`src/rtl/core/tqac_pkg.sv`:
```
`timescale 1ns / 1ps
`default_nettype none
// ---------------------------------------------------------------------------
// tqac_pkg
// shared types and codes of the tick quota admission controller
// ---------------------------------------------------------------------------
package tqac_pkg;

   // operation codes
   localparam logic [2:0] OP_START_TICK = 3'd0;
   localparam logic [2:0] OP_QUERY      = 3'd1;
   localparam logic [2:0] OP_OPEN       = 3'd2;
   localparam logic [2:0] OP_CLOSE      = 3'd3;
   localparam logic [2:0] OP_ADMIT      = 3'd4;
   localparam logic [2:0] OP_DEFER      = 3'd5;

   // status codes
   localparam logic [2:0] ST_OK           = 3'd0;
   localparam logic [2:0] ST_BAD_CONFIG   = 3'd1;
   localparam logic [2:0] ST_BUSY         = 3'd2;
   localparam logic [2:0] ST_BAD_CLIENT   = 3'd3;
   localparam logic [2:0] ST_NESTED       = 3'd4;
   localparam logic [2:0] ST_NOT_OPEN     = 3'd5;
   localparam logic [2:0] ST_BAD_DEFERRAL = 3'd6;

   // limit codes
   localparam logic [2:0] LIM_NONE       = 3'd0;
   localparam logic [2:0] LIM_GLOBAL_MSG = 3'd1;
   localparam logic [2:0] LIM_GLOBAL_BYT = 3'd2;
   localparam logic [2:0] LIM_GLOBAL_TIM = 3'd3;
   localparam logic [2:0] LIM_CLIENT_MSG = 3'd4;
   localparam logic [2:0] LIM_CLIENT_BYT = 3'd5;
   localparam logic [2:0] LIM_CLIENT_TIM = 3'd6;

   localparam int unsigned NUM_LIMITS = 6;

   // register indexes
   localparam logic [2:0] REG_GLOBAL_MSG = 3'd0;
   localparam logic [2:0] REG_GLOBAL_BYT = 3'd1;
   localparam logic [2:0] REG_GLOBAL_TIM = 3'd2;
   localparam logic [2:0] REG_CLIENT_MSG = 3'd3;
   localparam logic [2:0] REG_CLIENT_BYT = 3'd4;
   localparam logic [2:0] REG_CLIENT_TIM = 3'd5;

   localparam logic [15:0] RST_GLOBAL_MSG = 16'd1024;
   localparam logic [31:0] RST_GLOBAL_BYT = 32'd1048576;
   localparam logic [31:0] RST_GLOBAL_TIM = 32'd4000;
   localparam logic [15:0] RST_CLIENT_MSG = 16'd128;
   localparam logic [31:0] RST_CLIENT_BYT = 32'd65536;
   localparam logic [31:0] RST_CLIENT_TIM = 32'd1000;

   localparam int unsigned CSR_ADDR_BITS = 5;

   typedef struct packed {
      logic [15:0] global_msg;
      logic [31:0] global_byt;
      logic [31:0] global_tim;
      logic [15:0] client_msg;
      logic [31:0] client_byt;
      logic [31:0] client_tim;
   } cfg_type;

   typedef struct packed {
      logic capture;
      logic commit;
   } dp_cmd_type;

   typedef enum logic [0:0] {
      FSM_IDLE,
      FSM_EXEC
   } fsm_type;

endpackage
`default_nettype wire

```
`src/rtl/core/tqac_regs.sv`:
```
`timescale 1ns / 1ps
`default_nettype none
// ---------------------------------------------------------------------------
// tqac_regs
// limit registers behind the apb-style configuration port
// ---------------------------------------------------------------------------
module tqac_regs (
   input  wire logic                                 clock,
   input  wire logic                                 reset,
   input  wire logic                                 csr_psel,
   input  wire logic                                 csr_penable,
   input  wire logic                                 csr_pwrite,
   input  wire logic [tqac_pkg::CSR_ADDR_BITS-1:0]   csr_paddr,
   input  wire logic [31:0]                          csr_pwdata,
   output logic      [31:0]                          csr_prdata,
   output logic                                      csr_pready,
   output tqac_pkg::cfg_type                         cfg
);
   import tqac_pkg::*;

   cfg_type    cfg_ff;
   cfg_type    cfg_in;
   logic       wr_fire;
   logic [2:0] reg_idx;

   assign reg_idx    = csr_paddr[4:2];
   assign wr_fire    = csr_psel && csr_penable && csr_pwrite;
   assign csr_pready = 1'b1;

   always_comb begin
      cfg_in = cfg_ff;
      if (wr_fire) begin
         unique case (reg_idx)
            REG_GLOBAL_MSG: cfg_in.global_msg = csr_pwdata[15:0];
            REG_GLOBAL_BYT: cfg_in.global_byt = csr_pwdata;
            REG_GLOBAL_TIM: cfg_in.global_tim = csr_pwdata;
            REG_CLIENT_MSG: cfg_in.client_msg = csr_pwdata[15:0];
            REG_CLIENT_BYT: cfg_in.client_byt = csr_pwdata;
            REG_CLIENT_TIM: cfg_in.client_tim = csr_pwdata;
            default: cfg_in = cfg_ff;
         endcase
      end
   end

   always_comb begin
      unique case (reg_idx)
         REG_GLOBAL_MSG: csr_prdata = {16'd0, cfg_ff.global_msg};
         REG_GLOBAL_BYT: csr_prdata = cfg_ff.global_byt;
         REG_GLOBAL_TIM: csr_prdata = cfg_ff.global_tim;
         REG_CLIENT_MSG: csr_prdata = {16'd0, cfg_ff.client_msg};
         REG_CLIENT_BYT: csr_prdata = cfg_ff.client_byt;
         REG_CLIENT_TIM: csr_prdata = cfg_ff.client_tim;
         default: csr_prdata = 32'd0;
      endcase
   end

   always_ff @(posedge clock) begin
      if (reset) begin
         cfg_ff.global_msg <= RST_GLOBAL_MSG;
         cfg_ff.global_byt <= RST_GLOBAL_BYT;
         cfg_ff.global_tim <= RST_GLOBAL_TIM;
         cfg_ff.client_msg <= RST_CLIENT_MSG;
         cfg_ff.client_byt <= RST_CLIENT_BYT;
         cfg_ff.client_tim <= RST_CLIENT_TIM;
      end else begin
         cfg_ff <= cfg_in;
      end
   end

   assign cfg = cfg_ff;

endmodule
`default_nettype wire

```
`config.mk`:
```
export PLATFORM = sky130hd
export DESIGN_NAME = tqac_regs
export DESIGN_NICKNAME = d
export VERILOG_FILES = /design/src/rtl/core/tqac_pkg.sv /design/src/rtl/core/tqac_regs.sv
export SDC_FILE = /design/constraint.sdc
export NUM_CORES = 1
export LEC_CHECK = 0
export BUFFER_PORTS_ARGS = -buffer_cell sky130_fd_sc_hd__clkbuf_2
export CELL_PAD_IN_SITES_DETAIL_PLACEMENT = 1
export CELL_PAD_IN_SITES_GLOBAL_PLACEMENT = 2
export CORE_MARGIN = 1.5
export CORE_UTILIZATION = 28
export DETAILED_ROUTE_END_ITERATION = 8
export PLACE_DENSITY_LB_ADDON = 0.1
export SETUP_SLACK_MARGIN = 0.15
export SYNTH_ARGS = -nofsm -noshare
export SYNTH_HDL_FRONTEND = slang
export SYNTH_SLANG_ARGS = --single-unit
export TNS_END_PERCENT = 10
```
`constraint.sdc`:
```
create_clock -name clock -period 1.41 [get_ports clock]
set_clock_uncertainty 0.05 [all_clocks]
set_input_delay 0.2115 -clock clock [delete_from_list [all_inputs] [get_ports clock]]
set_output_delay 0.2115 -clock clock [all_outputs]
set_load 0.02 [all_outputs]
```
# Word-level counts from Yosys, hierarchy flattened
# Cells that the tools add are included.
# classes
n_eq_ne	5
muxes	1
n_reduce_logical	9
# op_table
operator	n
$pmux W32 S6	1
$reduce_and A2 Y1	6
$eq A3 B2 Y1 const B	2
$eq A3 B3 Y1 const B	2
$eq A3 B1 Y1 const B	1
$logic_not A3 Y1	1
$logic_and A1 B1 Y1	2
# totals
out_inout_bits	193
inputBits	42
register_bits	160
elab_cells	21

# Logic depth before layout (Yosys ltp)
# logic_depth
depth_word	3
depth_mapped	6
mapped_depth_nobuf	3

# Worst setup path before layout
# OpenSTA, ideal clock, no wires.
# synth_timing
kind	input to output
startpoint	in csr_paddr[4] (netlist bit)
endpoint	out csr_prdata[1]
stages	5
path_slack_ns	-0.212
required_time_ns	1.148
path_buffers	2
arrival_time_ns	1.360
cell_sequence	buf_4 inv_1 clkbuf_1 nand2_1 o21ai_0
# synth_via
elab_chain_len	2
word_cells_on_any_way	7
classes_between	eq/ne: 5; mux: 1; reduce/logical: 1
# synth_rtl
element	line	rtl
start, declared	tqac_regs.sv:13	input wire logic [tqac_pkg::CSR_ADDR_BITS-1:0] csr_paddr,
$eq A3 B3 Y1, or another cell as far along	tqac_regs.sv:46	unique case (reg_idx)
$pmux W32 S6 (*)	tqac_regs.sv:46	
end, declared	tqac_regs.sv:15	output logic [31:0] csr_prdata,
# Every way passes the cells marked *; elsewhere a longest branch is shown, timed or not.

# Worst setup path in the final report
# layout_timing
startpoint	reg cfg_ff (netlist bit cfg[82])
endpoint	out csr_prdata[2]
# layout_via
elab_chain_len	1
# layout_rtl
element	line	rtl
start, declared	tqac_regs.sv:21	cfg_type cfg_ff;
start signal, assigned	tqac_regs.sv:66	cfg_ff <= cfg_in;
$pmux W32 S6	tqac_regs.sv:46	
# No other way between the ends.

==> results_dict.tcl <==
set metrics [dict create \
    seqPwrFrac_pct 42.7 \
    internal-power_uw 7790 \
    cts_num_sinks 160 \
    finalCritPeriodShare_pct 127 \
    failed_checks "negative setup slack" \
    synth_edf_count 0 \
    critPathRequiredTime_ns 1.15 \
    setup_viol 32 \
    hold_violations 0 \
    ant_nets 0 \
    grt_max_degree 63 \
    holdWs_ns 0.0247 \
    dp.cells 1400 \
    synthTopCellsByArea "dfxtp_1 (42%), mux2i_1 (17%), nand2b_1 (10%), o21ai_0 (7.6%), nor2b_1 (5.1%)" \
    pwr-share-clk_pct 46.2 \
    dieArea_um2 28100 \
    max_slew_margin_pct 55.0 \
    core_area_um2 26800 \
    placementRows 60 \
    arrival_ns 1.52 \
    synth_cell_type_count 29 \
    via_count 7061 \
    grt_pass1_vias 7346 \
    postSynth.asyncResetShare_pct 0 \
    syn_avg_cell_area_um2 9.47 \
    synthTopCellsByCount "dfxtp_1 (160), mux2i_1 (126), nand2b_1 (125)" \
    synth_cells 803 \
    synth-main-ff-cell "dfxtp_1" \
    path_class "flip-flop to primary output" \
    grt_usage_pct 21.1 \
    vias_per_cell 4.86 \
    syn_area_um2 7600 \
    status "finished, violations left" \
    place.gp.congestion 0.742 \
    cp-end-kind "primary output" \
    wl_mm 29.5 \
    maxCapViolations 0 \
    rsz0062_at_grt "true" \
    swShare_pct 27.2 \
    yosysMostFrequentCell "dfxtp_1" \
    nNetsFinal 1138 \
    clk_latency_ns 0.43 \
    period_needed_ns 1.78 \
    largest_reg_flops 160 \
    placed_cell_area_um2 10300 \
    power_density_nw_per_um2 867 \
    synth_area_leader_cell "dfxtp_1" \
    post-route-util_pct 46.0 \
    grt_first_pass_wirelength_mm 45.4 \
    synth_seq_area_share_pct 42.1 \
    initial_core_util_pct 28.4 \
    fp.dieW_um 168 \
    port-buffer-count 231 \
    drc 0 \
    tightest_slew_ns 0.673 \
    slew_viol_final 0 \
    cp-start-kind "flip-flop" \
    area_growth_pct 62.3 \
    ir_drop_mv 0.638 \
    cts_tree "yes" \
    clk_pin_slew_ns 0.08 \
    path_max_fanout 2 \
    antenna_found_initial 1 \
    synth_seq_cells 160 \
    max_freq_ghz 0.561 \
    fin_tns_setup_ns -6.69 \
    first_pass_iters 4 \
    p_sw_uw 2910 \
    drt_iter0_markers 235 \
    htreeDepth 4 \
    syn-num-nets 845 \
    drive_above_1_share_pct 57.7 \
    setup_ws_ns -0.374 \
    fin_cells 1452 \
    leakage_uw 0.00525 \
    dp_hpwl_mm 21.1 \
    final_area_um2 12300 \
    yosysWarningCount 0 \
    power_frac_comb_pct 11.1 \
    die_h_um 168 \
    root_buffer "clkbuf_16" \
    post_drt_wl_per_cell_um 20.3 \
    cts-buffers-inserted 17 \
    cts_max_path_buffers 2 \
    boundaryPins 235 \
    synth_top_area_share_pct 42.1 \
    hold_path_class "input port to flip-flop" \
    grt-ovfl-total 0 \
]
placed cells by master (no fill, tap or decap), types with 10 or more instances in the layout:
| cell type | Yosys | routed |
|---|---|---|
| nor2_1 | 28 | 27 |
| buf_4 | 10 | 119 |
| clkbuf_2 | 0 | 47 |
| mux2i_2 | 0 | 11 |
| dfxtp_2 | 0 | 138 |
| buf_8 | 0 | 30 |
| nor2b_1 | 62 | 58 |
| mux2i_1 | 126 | 115 |
| nand2b_1 | 125 | 123 |
| buf_12 | 0 | 23 |
| o22ai_4 | 0 | 10 |
| a22oi_2 | 0 | 22 |
| mux2_2 | 26 | 17 |
| o21ai_0 | 116 | 113 |
| clkbuf_8 | 0 | 18 |
| buf_2 | 12 | 16 |
| clkbuf_4 | 0 | 60 |
| dfxtp_1 | 160 | 16 |
| buf_6 | 4 | 32 |
| clkbuf_16 | 0 | 17 |
logic make-up after synthesis:
kind of cell	share of synthesized area, %
simple gates	18.1
compound gates	14.2
flops	42.1
mux	20.7
buf+inv	4.79
other cells	0.0493
layer usage:
layer	part of all wire, %	up-vias	global-route usage, %	wire (um)
met2	49	133	36.4	14500
met5	0.044	-	0	13
li1	-	3398	-	-
met3	4.2	16	4.33	1230
met4	0.69	2	4.35	203
met1	46	3512	27.2	13500
power groups by stage:
stage	sequential, uW	combinational, uW	clock, uW
floorplan	4720	586	0
global placement	4680	1090	0
detailed placement	4680	1090	0
CTS	4580	1170	5070
global route	4580	1270	5310
finish	4570	1190	4940
critical path, stage by stage, from the launching register on:
cell,delay (ns)
dfxtp_2,0.32
mux2_4,0.27
a32oi_2,0.21
o221ai_4,0.14
buf_8,0.15
stage by stage:
step	setup slack [ns]	power [uW]
floorplan	0.0328	5300
global placement	-0.307	5770
detailed placement	-0.355	5780
CTS	-0.407	10800
global route	-0.438	11200
finish	-0.374	10700
area by class of cell:
type	count	area (um^2)
Fill cell	2907	14500
Multi-Input combinational cell	568	4680
Sequential cell	160	3400
Timing Repair Buffer	348	3210
Tap cell	341	427
Clock buffer	17	425
Clock inverter	15	190
Inverter	1	7.51
Antenna cell	2	5.00
repair_timing:
| item | CTS | global route |
|---|---|---|
| pin swaps | 8 | 10 |
| hold buffers | 3 | 0 |
| endpoints found under the hold margin | 3 | 0 |
| setup endpoints to repair | 170 | 137 |
| resized for setup | 345 | 185 |
| setup buffers | 9 | 6 |
path summary, 6_finish.rpt:
path                                     from            end  slack (ns)  depth (start not counted)
worst max register to register         cfg[5]         cfg[5]        0.51                          4
worst min register to register        cfg[65]        cfg[65]        0.44                          2
worst max-delay path                  cfg[82]  csr_prdata[2]       -0.37                          4
worst min-delay path            csr_pwdata[3]         cfg[3]        0.02                          3
Power figures use the tool's default switching activity.
